===== src/rtl/nbmf_pkg.sv =====
// ----------------------------------------------------------------------------
// nbmf_pkg
// shared types and constants of the nine-bit mark frame receiver
// ----------------------------------------------------------------------------
package nbmf_pkg;

	localparam int MAX_FRAME_DEF  = 256;
	localparam int TIMER_BITS_DEF = 16;

	localparam logic [7:0] ESC_BYTE  = 8'hFF;
	localparam logic [7:0] MARK_BYTE = 8'h00;

	localparam logic [15:0] FIRST_GAP_RST = 16'd5000;
	localparam logic [15:0] INTER_GAP_RST = 16'd1500;
	localparam logic [8:0]  MAX_LEN_RST   = 9'd256;

	localparam int CFG_IDX_W = 2;
	localparam logic [CFG_IDX_W-1:0] CFG_FIRST_GAP = 2'd0;
	localparam logic [CFG_IDX_W-1:0] CFG_INTER_GAP = 2'd1;
	localparam logic [CFG_IDX_W-1:0] CFG_MAX_LEN   = 2'd2;

	localparam int QUEUE_DEPTH = 2;

	typedef struct packed {
		logic       func;
		logic [7:0] raw_byte;
	} rx_item_t;

	typedef struct packed {
		logic [7:0] data_byte;
		logic       first_flag;
		logic       last_flag;
		logic [7:0] position;
		logic       overflow;
		logic       escape_error;
	} frame_item_t;

	typedef enum logic [1:0] {
		PH_PLAIN,
		PH_ESC,
		PH_MARK
	} esc_phase_t;

	typedef enum logic [1:0] {
		EV_TICK,
		EV_SPACE,
		EV_MARK,
		EV_ESC_ERR
	} ev_kind_t;

	typedef struct packed {
		ev_kind_t   kind;
		logic [7:0] data;
	} event_t;

	typedef struct packed {
		logic [15:0] first_gap;
		logic [15:0] inter_gap;
		logic [8:0]  max_len;
	} cfg_t;

endpackage


===== src/rtl/nbmf_decoder.sv =====
// ----------------------------------------------------------------------------
// nbmf_decoder
// front end: undoes the escape coding and classifies each transaction
// ----------------------------------------------------------------------------
module nbmf_decoder (
	input  logic              clk,
	input  logic              arst_n,
	input  logic              rx_valid,
	output logic              rx_ready,
	input  nbmf_pkg::rx_item_t rx_item,
	output logic              ev_valid,
	input  logic              ev_ready,
	output nbmf_pkg::event_t  ev
);
	import nbmf_pkg::*;

	esc_phase_t phase_q;
	esc_phase_t phase_d;
	logic       fire;

	assign rx_ready = ev_ready;
	assign fire     = rx_valid && rx_ready;

	always_ff @(posedge clk or negedge arst_n) begin
		if (!arst_n) begin
			phase_q <= PH_PLAIN;
		end else if (fire) begin
			phase_q <= phase_d;
		end
	end

	always_comb begin
		phase_d  = phase_q;
		ev_valid = 1'b0;
		ev.kind  = EV_TICK;
		ev.data  = rx_item.raw_byte;
		if (rx_item.func) begin
			ev_valid = rx_valid;
		end else begin
			case (phase_q)
				PH_MARK: begin
					phase_d  = PH_PLAIN;
					ev.kind  = EV_MARK;
					ev_valid = rx_valid;
				end
				PH_ESC: begin
					phase_d = PH_PLAIN;
					if (rx_item.raw_byte == MARK_BYTE) begin
						phase_d = PH_MARK;
					end else if (rx_item.raw_byte == ESC_BYTE) begin
						ev.kind  = EV_SPACE;
						ev_valid = rx_valid;
					end else begin
						ev.kind  = EV_ESC_ERR;
						ev_valid = rx_valid;
					end
				end
				default: begin
					if (rx_item.raw_byte == ESC_BYTE) begin
						phase_d = PH_ESC;
					end else begin
						ev.kind  = EV_SPACE;
						ev_valid = rx_valid;
					end
				end
			endcase
		end
	end

endmodule


===== src/rtl/nbmf_fifo.sv =====
// ----------------------------------------------------------------------------
// nbmf_fifo
// short event queue between the decoder and the framer
// ----------------------------------------------------------------------------
module nbmf_fifo (
	input  logic             clk,
	input  logic             arst_n,
	input  logic             wr_valid,
	output logic             wr_ready,
	input  nbmf_pkg::event_t wr_data,
	output logic             rd_valid,
	input  logic             rd_ready,
	output nbmf_pkg::event_t rd_data
);
	import nbmf_pkg::*;

	localparam int PTR_W = (QUEUE_DEPTH > 1) ? $clog2(QUEUE_DEPTH) : 1;
	localparam int CNT_W = $clog2(QUEUE_DEPTH + 1);

	event_t             mem_q [QUEUE_DEPTH];
	logic [PTR_W-1:0]   wr_ptr_q;
	logic [PTR_W-1:0]   rd_ptr_q;
	logic [CNT_W-1:0]   count_q;
	logic               push;
	logic               pop;

	assign wr_ready = (count_q != CNT_W'(QUEUE_DEPTH));
	assign rd_valid = (count_q != '0);
	assign rd_data  = mem_q[rd_ptr_q];
	assign push     = wr_valid && wr_ready;
	assign pop      = rd_valid && rd_ready;

	always_ff @(posedge clk or negedge arst_n) begin
		if (!arst_n) begin
			wr_ptr_q <= '0;
			rd_ptr_q <= '0;
			count_q  <= '0;
		end else begin
			if (push) begin
				wr_ptr_q <= (wr_ptr_q == PTR_W'(QUEUE_DEPTH - 1)) ? '0 : wr_ptr_q + 1'b1;
			end
			if (pop) begin
				rd_ptr_q <= (rd_ptr_q == PTR_W'(QUEUE_DEPTH - 1)) ? '0 : rd_ptr_q + 1'b1;
			end
			if (push && !pop) begin
				count_q <= count_q + 1'b1;
			end else if (pop && !push) begin
				count_q <= count_q - 1'b1;
			end
		end
	end

	always_ff @(posedge clk) begin
		if (push) begin
			mem_q[wr_ptr_q] <= wr_data;
		end
	end

endmodule


===== src/rtl/nbmf_framer.sv =====
// ----------------------------------------------------------------------------
// nbmf_framer
// back end: frame delimiting, gap timing, length limit and output register
// ----------------------------------------------------------------------------
module nbmf_framer #(
	parameter int MAX_FRAME  = nbmf_pkg::MAX_FRAME_DEF,
	parameter int TIMER_BITS = nbmf_pkg::TIMER_BITS_DEF
) (
	input  logic                  clk,
	input  logic                  arst_n,
	input  nbmf_pkg::cfg_t        cfg,
	input  logic                  ev_valid,
	output logic                  ev_ready,
	input  nbmf_pkg::event_t      ev,
	output logic                  frame_valid,
	input  logic                  frame_ready,
	output nbmf_pkg::frame_item_t frame_item
);
	import nbmf_pkg::*;

	localparam int CNT_W = $clog2(MAX_FRAME + 1);
	localparam int LEN_W = (CNT_W > 9) ? CNT_W : 9;
	localparam int POS_W = (CNT_W > 8) ? CNT_W : 8;
	localparam int GAP_W = (TIMER_BITS > 16) ? TIMER_BITS : 16;
	localparam logic [TIMER_BITS-1:0] TMAX = {TIMER_BITS{1'b1}};

	logic                  in_frame_q, in_frame_d;
	logic [7:0]            held_data_q, held_data_d;
	logic                  held_first_q, held_first_d;
	logic [CNT_W-1:0]      count_q, count_d;
	logic [TIMER_BITS-1:0] timer_q, timer_d;
	logic                  ovf_q, ovf_d;
	logic                  out_valid_q;
	frame_item_t           out_q;

	logic                  fire;
	logic                  emit;
	logic                  emit_last;
	logic                  emit_esc;
	logic [LEN_W-1:0]      len_lim;
	logic [GAP_W-1:0]      gap_lim;
	logic [TIMER_BITS-1:0] timer_inc;
	logic [POS_W-1:0]      pos_full;
	frame_item_t           out_d;

	assign ev_ready    = !out_valid_q || frame_ready;
	assign fire        = ev_valid && ev_ready;
	assign frame_valid = out_valid_q;
	assign frame_item  = out_q;

	always_comb begin
		len_lim = LEN_W'(cfg.max_len);
		if (len_lim == '0) begin
			len_lim = LEN_W'(1);
		end else if (len_lim > LEN_W'(MAX_FRAME)) begin
			len_lim = LEN_W'(MAX_FRAME);
		end
		gap_lim = (count_q <= CNT_W'(1)) ? GAP_W'(cfg.first_gap) : GAP_W'(cfg.inter_gap);
		if (gap_lim == '0) begin
			gap_lim = GAP_W'(1);
		end else if (gap_lim > GAP_W'(TMAX)) begin
			gap_lim = GAP_W'(TMAX);
		end
		timer_inc = (timer_q != TMAX) ? timer_q + 1'b1 : timer_q;
		pos_full  = POS_W'(count_q) - POS_W'(1);
	end

	always_comb begin
		in_frame_d   = in_frame_q;
		held_data_d  = held_data_q;
		held_first_d = held_first_q;
		count_d      = count_q;
		timer_d      = timer_q;
		ovf_d        = ovf_q;
		emit         = 1'b0;
		emit_last    = 1'b0;
		emit_esc     = 1'b0;
		case (ev.kind)
			EV_TICK: begin
				if (in_frame_q) begin
					timer_d = timer_inc;
					if (GAP_W'(timer_inc) >= gap_lim) begin
						emit       = 1'b1;
						emit_last  = 1'b1;
						in_frame_d = 1'b0;
						count_d    = '0;
						timer_d    = '0;
						ovf_d      = 1'b0;
					end
				end
			end
			EV_MARK: begin
				emit         = in_frame_q;
				emit_last    = 1'b1;
				in_frame_d   = 1'b1;
				held_data_d  = ev.data;
				held_first_d = 1'b1;
				count_d      = CNT_W'(1);
				timer_d      = '0;
				ovf_d        = 1'b0;
			end
			EV_ESC_ERR: begin
				if (in_frame_q) begin
					emit         = 1'b1;
					emit_last    = 1'b1;
					emit_esc     = 1'b1;
					in_frame_d   = 1'b0;
					held_first_d = 1'b0;
					count_d      = '0;
					timer_d      = '0;
					ovf_d        = 1'b0;
				end
			end
			default: begin
				if (in_frame_q) begin
					timer_d = '0;
					if (LEN_W'(count_q) >= len_lim) begin
						ovf_d = 1'b1;
					end else begin
						emit         = 1'b1;
						held_data_d  = ev.data;
						held_first_d = 1'b0;
						count_d      = count_q + 1'b1;
					end
				end
			end
		endcase
		out_d.data_byte    = held_data_q;
		out_d.first_flag   = held_first_q;
		out_d.last_flag    = emit_last;
		out_d.position     = pos_full[7:0];
		out_d.overflow     = emit_last && ovf_q;
		out_d.escape_error = emit_esc;
	end

	always_ff @(posedge clk or negedge arst_n) begin
		if (!arst_n) begin
			in_frame_q   <= 1'b0;
			held_first_q <= 1'b0;
			count_q      <= '0;
			timer_q      <= '0;
			ovf_q        <= 1'b0;
			out_valid_q  <= 1'b0;
		end else begin
			if (fire) begin
				in_frame_q   <= in_frame_d;
				held_first_q <= held_first_d;
				count_q      <= count_d;
				timer_q      <= timer_d;
				ovf_q        <= ovf_d;
			end
			if (fire && emit) begin
				out_valid_q <= 1'b1;
			end else if (frame_ready) begin
				out_valid_q <= 1'b0;
			end
		end
	end

	always_ff @(posedge clk) begin
		if (fire) begin
			held_data_q <= held_data_d;
		end
		if (fire && emit) begin
			out_q <= out_d;
		end
	end

endmodule


===== src/rtl/nine_bit_mark_frame_receiver.sv =====
// ----------------------------------------------------------------------------
// nine_bit_mark_frame_receiver
// The receiver takes one transaction per cycle, either a received byte or a
// time tick, and delivers decoded frame bytes with first, last, position,
// overflow and escape error flags. A byte comes out one frame byte late, so
// the final byte of a frame appears when the next mark byte, a gap timeout or
// an escape error arrives. Escape prefix bytes, ticks that do not end a frame
// and bytes outside a frame give no output. The sustained rate is one
// transaction per clock: the escape decoder and the framer each take a new
// transaction as soon as the last is taken, with a two-entry queue between
// them and a registered output, and the input stalls only once the queue
// fills behind a stalled output. Configuration writes are taken every cycle
// and should be made while the receiver is idle.
// ----------------------------------------------------------------------------
module nine_bit_mark_frame_receiver #(
	parameter int MAX_FRAME  = nbmf_pkg::MAX_FRAME_DEF,
	parameter int TIMER_BITS = nbmf_pkg::TIMER_BITS_DEF
) (
	input  logic                                clk,
	input  logic                                arst_n,
	input  logic                                cfg_valid,
	output logic                                cfg_ready,
	input  logic [nbmf_pkg::CFG_IDX_W-1:0]      cfg_index,
	input  logic [15:0]                         cfg_data,
	input  logic                                rx_valid,
	output logic                                rx_ready,
	input  nbmf_pkg::rx_item_t                  rx_item,
	output logic                                frame_valid,
	input  logic                                frame_ready,
	output nbmf_pkg::frame_item_t               frame_item
);
	import nbmf_pkg::*;

	cfg_t   cfg_q;
	logic   dec_valid;
	logic   dec_ready;
	event_t dec_ev;
	logic   q_valid;
	logic   q_ready;
	event_t q_ev;

	assign cfg_ready = 1'b1;

	always_ff @(posedge clk or negedge arst_n) begin
		if (!arst_n) begin
			cfg_q.first_gap <= FIRST_GAP_RST;
			cfg_q.inter_gap <= INTER_GAP_RST;
			cfg_q.max_len   <= MAX_LEN_RST;
		end else if (cfg_valid && cfg_ready) begin
			case (cfg_index)
				CFG_FIRST_GAP: cfg_q.first_gap <= cfg_data;
				CFG_INTER_GAP: cfg_q.inter_gap <= cfg_data;
				CFG_MAX_LEN:   cfg_q.max_len   <= cfg_data[8:0];
				default: ;
			endcase
		end
	end

	nbmf_decoder u_decoder (
		.clk      (clk),
		.arst_n   (arst_n),
		.rx_valid (rx_valid),
		.rx_ready (rx_ready),
		.rx_item  (rx_item),
		.ev_valid (dec_valid),
		.ev_ready (dec_ready),
		.ev       (dec_ev)
	);

	nbmf_fifo u_fifo (
		.clk      (clk),
		.arst_n   (arst_n),
		.wr_valid (dec_valid),
		.wr_ready (dec_ready),
		.wr_data  (dec_ev),
		.rd_valid (q_valid),
		.rd_ready (q_ready),
		.rd_data  (q_ev)
	);

	nbmf_framer #(
		.MAX_FRAME  (MAX_FRAME),
		.TIMER_BITS (TIMER_BITS)
	) u_framer (
		.clk         (clk),
		.arst_n      (arst_n),
		.cfg         (cfg_q),
		.ev_valid    (q_valid),
		.ev_ready    (q_ready),
		.ev          (q_ev),
		.frame_valid (frame_valid),
		.frame_ready (frame_ready),
		.frame_item  (frame_item)
	);

endmodule


===== config.mk =====
export PLATFORM = sky130hd
export DESIGN_NAME = nine_bit_mark_frame_receiver
export DESIGN_NICKNAME = d
export VERILOG_FILES = /design/src/rtl/nbmf_pkg.sv /design/src/rtl/nbmf_decoder.sv /design/src/rtl/nbmf_fifo.sv /design/src/rtl/nbmf_framer.sv /design/src/rtl/nine_bit_mark_frame_receiver.sv
export SDC_FILE = /design/constraint.sdc
export NUM_CORES = 1
export LEC_CHECK = 0
export ABC_AREA = 1
export BUFFER_PORTS_ARGS = -buffer_cell sky130_fd_sc_hd__buf_4
export CAP_MARGIN = 20
export CORE_MARGIN = 3
export CORE_UTILIZATION = 30
export CTS_CLUSTER_DIAMETER = 40
export DETAILED_ROUTE_END_ITERATION = 10
export MAX_ROUTING_LAYER = met4
export PLACE_DENSITY_LB_ADDON = 0.05
export SLEW_MARGIN = 5
export SYNTH_ARGS = -nofsm -noshare
export SYNTH_HDL_FRONTEND = slang
export SYNTH_SLANG_ARGS = --single-unit

===== constraint.sdc =====
create_clock -name clk -period 4.25 [get_ports clk]
set_input_delay 0.2125 -clock clk [delete_from_list [all_inputs] [get_ports clk]]
set_output_delay 0.2125 -clock clk [all_outputs]
set_load 0.005 [all_outputs]

### Word level (Yosys, flattened, before mapping)

Memories as Yosys holds them, arrays and structs flattened.
Cells that the tools add are included.
Widths: inputs -> output; s select.

* register bits: 104
* memory bits (writable): 20
* input port bits: 32
* output and inout port bits: 23
* logic and storage cells: 143
* memories kept: 1

Memories
* u_fifo.mem_q: depth 2, width 10, read ports 1, clocked after Yosys merged registers in 0, write ports 1, line nbmf_fifo.sv:20 `event_t mem_q [QUEUE_DEPTH];`

* $add $sub $neg: 7
* order comparisons: 5
* equality and inequality tests: 15
* muxes and demuxes: 58
* bitwise logic cells: 3
* reductions and logical operators: 34

Operator list (count)
* $mux 16: 7
* $mux 9: 7
* $pmux 16 s2: 1
* $pmux 9 s3: 1
* $mux 1: 24
* $add 16x1->16 const B: 1
* $ge 16x16->1: 1
* $gt 16x16->1 const B: 1
* $logic_not 16->1: 1
* $mux 8: 2
* $ne 16x16->1 const B: 1
* $pmux 8 s2: 1
* $pmux 1 s3: 5
* $mux 2: 7
* $reduce_and 6->1: 2
* $add 9x1->9 const B: 1
* $ge 9x9->1: 1
* $gt 9x9->1 const B: 1
* $le 9x1->1 const B: 1
* $logic_not 9->1: 1
* $eq 2x2->1 const B: 4
* $eq 8x8->1 const B: 1
* $logic_not 8->1: 1
* $pmux 2 s2: 2
* 23 further kinds: 47

### Logic depth before layout (Yosys ltp)

Gate-level depths: netlist of run 1.

* depth after elaboration: 11
* gate-level depth with buffers: 27
* mapped depth without buffers: 26

### Modules after synthesis

From an unflattened synthesis of run 1, not the netlist that was laid out.

* cells, all modules: 866
* area, all modules: 7049.3 sq um

Modules (own cells, without submodules)
* nbmf_framer: instances 1, cells each 549, area an instance 4025.1 sq um, seq. area each 1566.5 sq um
* nine_bit_mark_frame_receiver: instances 1, cells each 184, area an instance 1729.2 sq um, seq. area each 1042.2 sq um
* nbmf_fifo: instances 1, cells each 81, area an instance 974.7 sq um, seq. area each 700.7 sq um
* nbmf_decoder: instances 1, cells each 52, area an instance 320.3 sq um, seq. area each 50.0 sq um

### Worst setup path before layout of run 1

No wires, ideal clock.

* path type: register to register
* from: register u_framer.count_q[1]
* to: register u_framer.out_q (netlist bit u_framer.frame_item[0]), enable pin
* setup time: 375 ps
* data arrival time: 2780 ps
* data required time: 3875 ps
* path slack: 1095 ps
* stages on the path, launching flop included: 25
* path buffers: 1
* period minus slack after synthesis: 3155 ps
* cell sequence: dfrtp_1 > inv_2 > ha_1 > inv_1 > a21oi_4 > buf_2 > nand3_1 > nand2_1 > inv_1 > nand3_1 > nor2_1 > nand2_1 > nand2_1 > ha_1 > nand2_1 > nor2_1 > and2_1 > nor2_1 > nand2_1 > nand2_1 > nand2_1 > nand2_1 > nand2_1 > nand2_1 > inv_1

* cells in the longest elaborated chain, start to end: 10

Ends and longest elaborated chain
* start, declared: line nbmf_framer.sv:30 `logic [CNT_W-1:0] count_q, count_d;`
* start signal, assigned: line nbmf_framer.sv:148 `count_q <= count_d;`
* $le 9x1->1: line nbmf_framer.sv:58 `gap_lim = (count_q <= CNT_W'(1)) ? GAP_W'(cfg.first_gap) : GAP_W'(cfg.inter_gap);`
* $mux 16: line nbmf_framer.sv:58
* $gt 16x16->1: line nbmf_framer.sv:61 `end else if (gap_lim > GAP_W'(TMAX)) begin`
* $mux 16: line nbmf_framer.sv:61
* $mux 16: line nbmf_framer.sv:59 `if (gap_lim == '0) begin`
* $ge 16x16->1: line nbmf_framer.sv:82 `if (GAP_W'(timer_inc) >= gap_lim) begin`
* $mux 1: line nbmf_framer.sv:82
* $mux 1: line nbmf_framer.sv:80 `if (in_frame_q) begin`
* $pmux 1 s3 (*): line nbmf_framer.sv:78 `case (ev.kind)`
* $logic_and 1x1->1 (*): line nbmf_framer.sv:164 `if (fire && emit) begin`
* end signal, assigned: line nbmf_framer.sv:165 `out_q <= out_d;`
* end, declared: line nbmf_framer.sv:34 `frame_item_t out_q;`

Mark *: on every way between the ends. The rest lies on a longest branch, timed or not.
A chain may end at the register's enable or synchronous reset.

### Worst setup path in the final report of run 1

* from: register u_framer.timer_q[0]
* to: register u_framer.out_q (netlist bit u_framer.frame_item[4]), enable pin

* cells in the longest elaborated chain, start to end: 7

Ends and longest elaborated chain
* start, declared: line nbmf_framer.sv:31 `logic [TIMER_BITS-1:0] timer_q, timer_d;`
* start signal, assigned: line nbmf_framer.sv:149 `timer_q <= timer_d;`
* $add 16x1->16 or $ne 16x16->1 (tied branches): line nbmf_framer.sv:64 `timer_inc = (timer_q != TMAX) ? timer_q + 1'b1 : timer_q;`
* $mux 16 (*): line nbmf_framer.sv:64
* $ge 16x16->1 (*): line nbmf_framer.sv:82
* $mux 1 (*): line nbmf_framer.sv:82
* $mux 1 (*): line nbmf_framer.sv:80
* $pmux 1 s3 (*): line nbmf_framer.sv:78
* $logic_and 1x1->1 (*): line nbmf_framer.sv:164

Marked as above.

==> flow_summary.yaml, run 1 <==
outcome:
  status: "finished, final reports clean"
grt:
  grt-ovfl-total: 0
  grt_pass1_wl_um: 26800
  grt_max_degree: 77
  gr-usage-all-layers: 0.143
  antenna_found_initial: 0
  grt_pass1_vias: 5079
min_path:
  hp-start: "cfg_data[10]"
  hold_depth: 3
  hold_class: "in -> reg"
  min_to: "cfg_q[19]"
flow_run:
  maxCapViolCount: 0
power:
  p_seq_frac: 0.357
  powerDensity_nw_per_um2: 634
  p_sw_uw: 2000
  peakVddDrop_mv: 0.248
  p_sw_frac: 0.389
  p_comb_frac: 0.362
  p_clk_frac: 0.281
  p_int_uw: 3150
  p_leak_uw: 0.00394
yosys:
  avgSynthCellArea_um2: 8.50
  synthDistinctLibCells: 36
  synth_cells: 786
  synth_edf_count: 48
  async_flop_share: 0.613
  synth_area_um2: 6680
  yosys_warnings: 0
  synth.net_count: 854
  yosys_most_used_dff: "dfrtp_1"
  ys_seq_area_frac: 0.503
  ys_seq_elements: 124
  synth_top_cells_by_area: "dfrtp_1 (24%), edfxtp_1 (22%), nand2_1 (14%), ha_1 (6.7%), inv_1 (5.7%)"
  synth_top_area_cell: "dfrtp_1"
  synth_top_area_share: 0.236
sta:
  setup_tns_ns: 0
  setup_viol_count_final: 0
  period_share: 0.875
  finalMaxSlewViolations: 0
  grt_setup_unrepaired: "no"
  fmaxAchievable_ghz: 0.269
  finalHoldViolCount: 0
  finClkSkew_ns: 0.00978
  maxSlewHeadroom: 0.340
  period_needed_ns: 3.72
  worstMarginPinSlew_ns: 0.988
worst_setup_path:
  cp-start-kind: "flip-flop"
  cp.arrival_ns: 3.75
  critPathLaunch: "u_framer.timer_q[0]"
  cpPeakStageDelay_ns: 0.41
  worst_r2r_endpoint: "u_framer.frame_item[4]"
  required_ns: 4.28
  r2r_slack_ns: 0.53
  rr_worst_depth: 16
  cp_common_cell: "nand2_1"
  rr_startpoint: "u_framer.timer_q[0]"
  criticalPathCategory: "reg -> reg"
  critPathTopFamily: "simple AND/OR/NAND/NOR gates"
  critPathCaptureType: "flip-flop"
  critPathSlowestCell: "dfrtp_1"
  worstPathMaxFanout: 20
  crit_chain: "ha_1 > nand2_1 > nor2_2 > nand4_1 > nor2_2 > inv_1 > nand2_1 > ha_1 > a21oi_1 > o21ai_0 > a21oi_1 > nand2_1 > nand2_1 > nand2_1 > nand2_1 > clkinvlp_4"
  crit_buf_inv: 2
final_layout:
  num_antenna_cells: 0
  design_area_um2: 8130
  area_delta_synth_final_pct: 21.6
  register_area_um2: 3360
  drive_gt1_frac: 0.152
  finalNetCount: 925
  fill_cells: 2181
  multi_input_area_um2: 2820
clocking:
  clk_latency_ns: 0.42
  root_buffer: "clkbuf_16"
  cts_buffers: 17
  cts_buffer_depth: 2
  clk_pin_slew_ns: 0.06
  tritoncts: "yes"
  h-tree-depth: 4
  cts_num_sinks: 124
die:
  start_util: 0.312
  core-area_um2: 21400
  fp.dieH_um: 155
  die_w_um: 155
  io_pins: 55
  die-area_um2: 24100
  rows: 53
routing:
  vias_per_cell: 4.54
  routed_wl_um: 15900
  drt_drc_violations_left: 0
  firstDrtPassIters: 4
  drt_iter0_markers: 246
  via_count: 5203
  routedWlPerCell_um: 13.9
  postRouteAntennaNets: 0
place:
  dpl_cell_area_um2: 7340
  io_buffers: 53
  place_congestion: 0.883
  hpwl_um: 11500
==> worst register-to-register path, delay by kind of cell (launching register included) <==
kind / cells / cell delay, ns
fa+ha+maj: 2 / 0.45
compound gates: 3 / 0.56
flops: 1 / 0.41
simple gates: 9 / 1.31
buf+inv: 2 / 0.61
==> per-layer routing <==
layer | wire length, µm | global-route usage
met5 | 0 | -
met4 | 207 | 0.0400
met3 | 558 | 0.0256
met2 | 6700 | 0.201
met1 | 8440 | 0.212
==> cells by family after synthesis <==
| family | count (synthesis) | synth area share |
|---|---|---|
| AO/OA/AOI/OAI | 93 | 0.0760 |
| XOR/XNOR | 23 | 0.0301 |
| adder cells (fa/ha/maj) | 36 | 0.0674 |
| buffers and inverters | 124 | 0.0749 |
| flip-flops | 124 | 0.503 |
| other | 1 | 0.000561 |
| AND/OR/NAND/NOR | 385 | 0.248 |
==> cell usage after synthesis, types with 3 or more instances <==
| cell | count |
|---|---|
| nand2_1 | 251 |
| inv_1 | 102 |
| o21ai_0 | 67 |
| dfrtp_1 | 63 |
| edfxtp_1 | 48 |
| nor2_1 | 48 |
| ha_1 | 36 |
| nand3_1 | 35 |
| nand4_1 | 21 |
| a21oi_1 | 16 |
| xor2_1 | 16 |
| dfstp_2 | 13 |
| clkbuf_1 | 11 |
| nor3_1 | 9 |
| xnor2_1 | 7 |
| nor2_2 | 5 |
| buf_2 | 4 |
| or2_2 | 4 |
| buf_6 | 3 |
| nor4_1 | 3 |
| o21ai_2 | 3 |
==> worst max-delay path by stage <==
stage                              endpoint  slack [ns]  depth (start not counted)
global placement     u_framer.frame_item[1]        0.30                         24
finish               u_framer.frame_item[4]        0.53                         16
detailed placement   u_framer.frame_item[3]        0.21                         24
floorplan            u_framer.frame_item[0]        1.09                         24
global route        u_framer.frame_item[17]        0.05                         16
CTS                 u_framer.frame_item[17]        0.19                         24
==> power by group through the flow <==
stage,logic [µW],registers [µW],clock network [µW]
6_report,1870,1840,1440
2_1_floorplan,1240,1820,0
3_5_place_dp,1820,1870,0
4_1_cts,1830,1850,1480
3_3_place_gp,1800,1860,0
5_1_grt,2170,1880,1530
==> through the flow <==
| step | worst slack (ns) | util | instances | hold WS [ns] | power (µW) |
|---|---|---|---|---|---|
| 3_5_place_dp | 0.207 | 0.342 | 1097 | 0.410 | 3680 |
| 2_1_floorplan | 1.09 | - | 786 | -0.0831 | 3050 |
| 6_report | 0.533 | 0.379 | 1145 | 0.0347 | 5150 |
| 3_3_place_gp | 0.298 | 0.342 | 1097 | 0.408 | 3660 |
| 4_1_cts | 0.190 | 0.374 | 1137 | 0.0115 | 5160 |
| 5_1_grt | 0.0469 | 0.379 | 1145 | 0.0497 | 5580 |
==> flip-flops by register name, summed over array words and instances (netlist names), 2 cells and up <==
signal and cells:
cfg_q 41, u_decoder.phase_q 2, u_fifo.count_q 2, u_fifo.mem_q 20
u_framer.count_q 9, u_framer.frame_item 20, u_framer.held_data_q 8, u_framer.timer_q 16
==> area by class of cell <==
type | count | share of cell area
clock buffer | 17 | 0.0523
clock inverter | 15 | 0.0205
sequential | 124 | 0.413
multi-input combinational | 538 | 0.347
tap | 275 | 0.0423
timing repair buffer | 72 | 0.0758
inverter | 104 | 0.0485
==> cell usage in the layout (no fill, tap or decap), types with 3 or more instances in the layout <==
cell           count
clkinv_8           3
ha_1              36
nand3_1           35
buf_4             60
dfstp_2           13
or2_2              4
inv_6              5
nand4_1           21
nor2_1            48
dfrtp_1           63
xor2_1            16
clkbuf_16         17
nor4_1             3
nand2_1          251
edfxtp_1          48
dlygate4sd3_1      9
o21ai_0           67
inv_1            101
nor3_1             9
o21ai_2            3
nor2_2             5
inv_8              5
a21oi_1           16
xnor2_1            7
==> repair_timing <==
action | 4_1_cts | 5_1_grt
buffers inserted | 0 | 5
endpoints found under the hold margin | 16 | 15
endpoints found under the setup margin | 0 | 30
resized for setup | 0 | 1
hold buffers | 8 | 1
Power figures use the tool's default switching activity.
==> run 2: changes to the inputs <==
Settings changed: CELL_PAD_IN_SITES_DETAIL_PLACEMENT from default to 1, CELL_PAD_IN_SITES_GLOBAL_PLACEMENT from default to 2.
==> run 2 against run 1 <==
Effect of this change: hold slack worse by 0.00073 ns; worst setup slack better by 0.070 ns; combinational power about the same; flip-flop and latch count unchanged; clock power up 3%; global-route usage up 1.6 points; critical path depth down 1; via count up 1.6%; critical endpoint is now u_framer.timer_q[13].
==> flow_summary.yaml, run 2 (synthesis gave the netlist of run 1 again) <==
outcome:
  status: "finished, final reports clean"
routing:
  drt_drc_violations_left: 0
  postRouteAntennaNets: 0
  drt_iter0_markers: 258
  via_count: 5288
  routedWlPerCell_um: 15.4
  firstDrtPassIters: 4
  vias_per_cell: 4.64
  routed_wl_um: 17600
die:
  start_util: 0.312
  core-area_um2: 21400
  rows: 53
  fp.dieH_um: 155
  die_w_um: 155
  io_pins: 55
  die-area_um2: 24100
grt:
  gr-usage-all-layers: 0.159
  antenna_found_initial: 0
  grt_max_degree: 46
  grt_pass1_wl_um: 29900
  grt-ovfl-total: 0
  grt_pass1_vias: 5655
sta:
  finClkSkew_ns: 0.0113
  setup_viol_count_final: 0
  finalHoldViolCount: 0
  period_share: 0.858
  worstMarginPinSlew_ns: 0.996
  period_needed_ns: 3.65
  whs_ns: 0.0340
  worst_slack_ns: 0.603
  setup_tns_ns: 0
  grt_setup_unrepaired: "no"
  fmaxAchievable_ghz: 0.274
  finalMaxSlewViolations: 0
  maxSlewHeadroom: 0.334
final_layout:
  area_delta_synth_final_pct: 20.3
  finalNetCount: 920
  drive_gt1_frac: 0.146
  multi_input_area_um2: 2830
  final_cell_mix: "nand2_1 (251), inv_1 (102), o21ai_0 (67), dfrtp_1 (63), buf_4 (58)"
  fin_cells: 1140
  largest_reg_flops: 41
  design_area_um2: 8040
  final_common_cell: "nand2_1"
  fill_cells: 2528
  register_area_um2: 3360
  top_register: "cfg_q"
  num_antenna_cells: 0
clocking:
  tritoncts: "yes"
  root_buffer: "clkbuf_16"
  h-tree-depth: 4
  clk_pin_slew_ns: 0.06
  clk_latency_ns: 0.42
  cts_buffer_depth: 2
  cts_buffers: 17
  cts_num_sinks: 124
worst_setup_path:
  crit_chain: "ha_1 > nand2_1 > nor2_2 > nand4_1 > nor2_2 > inv_1 > nand2_1 > ha_1 > a21oi_1 > o21ai_0 > a21oi_1 > nand3_2 > nor2_4 > nand2_1 > o21ai_0"
  cpPeakStageDelay_ns: 0.41
  criticalPathCategory: "reg -> reg"
  critPathSlowestCell: "dfrtp_1"
  worstPathMaxFanout: 13
  critPathCaptureType: "flip-flop"
  cp-start-kind: "flip-flop"
  cp_common_cell: "nand2_1"
  required_ns: 4.58
  cp.arrival_ns: 3.98
power:
  p_leak_uw: 0.00390
  peakVddDrop_mv: 0.255
  powerDensity_nw_per_um2: 645
place:
  dpl_cell_area_um2: 7340
  hpwl_um: 13200
  io_buffers: 53
  place_worst_setup_slack_ns: 0.145
  dp_cells: 1097
  place_congestion: 0.798
flow_run:
  maxCapViolCount: 0
min_path:
  hold_class: "in -> reg"
==> run 2: changes by cell type in the layout (fill, tap and decap cells not counted), sizes merged <==
| cell | delta |
|---|---|
| bufinv | +1 |
| clkinvlp | +2 |
| buf | -5 |
| inv | +1 |
| clkinv | -4 |
==> run 2: layout make-up <==
| cell class | count | area share |
|---|---|---|
| sequential | 124 | 0.418 |
| tap | 275 | 0.0428 |
| clock buffer | 17 | 0.0529 |
| inverter | 104 | 0.0486 |
| multi-input combinational | 538 | 0.352 |
| clock inverter | 15 | 0.0210 |
| timing repair buffer | 67 | 0.0654 |
==> run 2: stage by stage <==
| step | utilization | total power [µW] |
|---|---|---|
| floorplan | - | 3050 |
| global placement | 0.342 | 3690 |
| detailed placement | 0.342 | 3760 |
| CTS | 0.374 | 5280 |
| global route | 0.375 | 5630 |
| finish | 0.375 | 5190 |
==> run 2: power breakdown <==
group          total [µW]  switching [µW]  internal (µW)
logic                1870            1220            653
registers            1840             172           1670
clock network        1480             639            838
total                5190            2030           3160
==> run 2: timing repair <==
item,4_1_cts,5_1_grt
hold endpoints to repair,47,0
setup buffers,0,2
resized for setup,0,1
hold buffers,9,0
setup endpoints to repair,0,10
==> run 2: final timing paths <==
path	end	start	slack, ns	cells past startpoint
hold / removal	cfg_q[34]	cfg_data[9]	0.03	3
setup reg to reg	u_framer.timer_q[13]	u_framer.timer_q[0]	0.60	15
max in group asynchronous	cfg_q[27]	arst_n	2.98	3
hold reg to reg	u_framer.frame_item[17]	u_framer.held_data_q[5]	0.42	0
min in group asynchronous	u_framer.timer_q[10]	arst_n	0.30	2
setup / recovery	u_framer.timer_q[13]	u_framer.timer_q[0]	0.60	15
==> run 2: critical path, delay by kind of cell, from the launching register on <==
family	cells	cell delay (ns)
adders and majority gates	2	0.46
buffers and inverters	1	0.24
AOI/OAI and AO/OA	4	0.64
and+or+nand+nor	8	1.80
DFF	1	0.41
==> run 2: layer usage <==
layer	vias up	wire length (µm)	global-route usage
met3	16	379	0.0259
met4	0	208	0.0413
met5	-	0	-
met1	2540	9160	0.224
li1	2669	-	-
met2	63	7850	0.240
==> run 3: changes to the inputs <==
Settings changed: PLACE_DENSITY from default to 0.65, PLACE_DENSITY_LB_ADDON 0.05 to default, SYNTH_HIERARCHICAL from default to 1.
==> run 3 against run 2 <==
Effect of this change: critical path depth up 12; area after synthesis up 5.5%; global-route usage up 0.53 points; wire length up 11%; critical endpoint is now u_framer/frame_item[7]; utilization down 1.2 points; largest power group unchanged.
==> flow_summary.yaml, run 3 <==
outcome:
  status: "finished, final reports clean"
routing:
  vias_per_cell: 4.62
  postRouteAntennaNets: 0
  wl_met2_um: 8390
  via_count: 5762
  routed_wl_um: 19500
  met3_length_um: 440
  met1Wirelength_um: 10400
  drt_drc_violations_left: 0
  top_layer: "met4"
  firstDrtPassIters: 4
  drt_iter0_markers: 215
  routedWlPerCell_um: 15.6
grt:
  antenna_found_initial: 0
  gr-usage-all-layers: 0.164
  grt_pass1_vias: 6030
  grt-ovfl-total: 0
  grt_max_degree: 49
  grt_pass1_wl_um: 32600
final_layout:
  design_area_um2: 8290
  drive_gt1_frac: 0.149
  multi_input_area_um2: 3090
  final_cell_mix: "nand2_1 (298), inv_1 (94), nor2_1 (70), dfrtp_1 (63), buf_4 (58)"
  num_antenna_cells: 0
  register_area_um2: 3360
  finalNetCount: 990
  final_common_cell: "nand2_1"
  top_register: "cfg_q"
  fill_cells: 2796
  largest_reg_flops: 41
  area_delta_synth_final_pct: 17.7
clocking:
  tritoncts: "yes"
  root_buffer: "clkbuf_16"
  clk_pin_slew_ns: 0.06
  clk_latency_ns: 0.42
  post_cts.repair.setup_buffers: 0
  h-tree-depth: 4
  cts_num_sinks: 124
  cts_buffers: 17
  cts_buffer_depth: 2
worst_setup_path:
  r2r_slack_ns: 0.74
  cp-start-kind: "flip-flop"
  rr_startpoint: "u_framer/count_q[1]"
  cp.arrival_ns: 3.61
  cpPeakStageDelay_ns: 0.44
  worstPathMaxFanout: 20
  critPathCaptureType: "flip-flop"
  cp_common_cell: "nand2_1"
  critPathLaunch: "u_framer/count_q[1]"
  criticalPathCategory: "reg -> reg"
  required_ns: 4.35
  critPathSlowestCell: "dfrtp_1"
yosys:
  netlist_top_cells_count: "nand2_1 (298), inv_1 (94), nor2_1 (70)"
  synth_area_um2: 7050
  synth_cells: 866
  avgSynthCellArea_um2: 8.14
  yosys_most_used_dff: "dfrtp_1"
  async_flop_share: 0.613
  synthDistinctLibCells: 40
  synth_top_cells_by_area: "dfrtp_1 (22%), edfxtp_1 (20%), nand2_1 (16%), ha_1 (6.4%), inv_1 (5.0%)"
  ys_seq_elements: 124
  synth_edf_count: 48
  synth_top_area_cell: "dfrtp_1"
  yosysMostFrequentCell: "nand2_1"
  ys_seq_area_frac: 0.477
  synth_top_area_share: 0.224
  yosys_warnings: 6
  synth.net_count: 934
die:
  start_util: 0.309
  die-area_um2: 25400
  core-area_um2: 22800
  die_w_um: 159
  fp.dieH_um: 159
  rows: 55
  io_pins: 55
place:
  dpl_cell_area_um2: 7660
  place_congestion: 0.815
  io_buffers: 53
  hpwl_um: 14700
sta:
  fmaxAchievable_ghz: 0.285
  whs_ns: 0.0426
  finClkSkew_ns: 0.0120
  finalHoldViolCount: 0
  setup_tns_ns: 0
  period_needed_ns: 3.51
  maxSlewHeadroom: 0.424
  grt_setup_unrepaired: "no"
  finalMaxSlewViolations: 0
  worstMarginPinSlew_ns: 0.860
  period_share: 0.826
  setup_viol_count_final: 0
power:
  p_leak_uw: 0.00407
  powerDensity_nw_per_um2: 619
  peakVddDrop_mv: 0.240
flow_run:
  maxCapViolCount: 0
min_path:
  hold_class: "in -> reg"
  hp-start: "cfg_data[15]"
[run 3: changes by cell type after synthesis, sizes merged, moves of 4 or more]
cell and delta:
nand2 +54, o21ai -37, nor2 +23, buf +18
nand3 +14, nand4 +12, clkbuf -8, o22ai +8
a21oi +6, xnor2 -6, xor2 -4
[run 3: worst paths after layout]
path                                                end  cells after the start
worst max-delay path             u_framer/frame_item[7]                     27
worst min-delay path                          cfg_q[40]                      3
worst max register to register   u_framer/frame_item[7]                     27
worst min register to register  u_framer/frame_item[14]                      0
max in group asynchronous           u_framer/timer_q[1]                      3
min in group asynchronous          u_decoder/phase_q[1]                      2
[run 3: layout make-up]
type                            instances  share of cell area
Tap cell                              313              0.0472
Sequential cell                       124               0.405
Clock inverter                         15              0.0139
Clock buffer                           17              0.0513
Inverter                              104              0.0472
Timing Repair Buffer                   67              0.0634
Multi-Input combinational cell        608               0.372
[run 3: power breakdown]
| group | leakage [µW] | internal (µW) | switching, µW | total (µW) |
|---|---|---|---|---|
| clock | 0.000252 | 752 | 583 | 1330 |
| combinational | 0.00242 | 658 | 1280 | 1940 |
| sequential | 0.00140 | 1680 | 178 | 1860 |
[run 3: layer usage]
metal  up-vias  global-route usage
met2        70               0.239
met4         0              0.0454
met3        16              0.0281
li1       2907                   -
met5         -                   -
met1      2769               0.237
[run 3: worst max-delay path: cells and delay by family (launching register included)]
family	cells	cell delay (ns)
AND/OR/NAND/NOR	21	1.81
buffers and inverters	4	0.50
adder cells (fa/ha/maj)	2	0.46
flip-flops	1	0.44
[run 3: logic make-up (layout without fill, tap and decap cells)]
group	Yosys count	in the layout	synth area share
adder cells (fa/ha/maj)	36	36	0.0639
buffers and inverters	134	203	0.0857
flip-flops	124	124	0.477
AND/OR/NAND/NOR	488	488	0.302
AO/OA/AOI/OAI	70	70	0.0536
other	1	1	0.000532
XOR/XNOR	13	13	0.0172
[run 3: repair_timing]
action / CTS / global route
hold endpoints to repair: 42 / 2
gates resized for setup: 0 / 0
hold buffers: 8 / 1
[run 3: metrics by stage]
stage,util,power (µW),std cells,setup slack [ns]
3_5_place_dp,0.335,3860,1207,0.696
4_1_cts,0.363,5230,1247,0.657
5_1_grt,0.363,5590,1248,0.330
2_1_floorplan,-,3130,866,1.10
6_report,0.363,5130,1248,0.738
3_3_place_gp,0.335,3800,1207,0.825
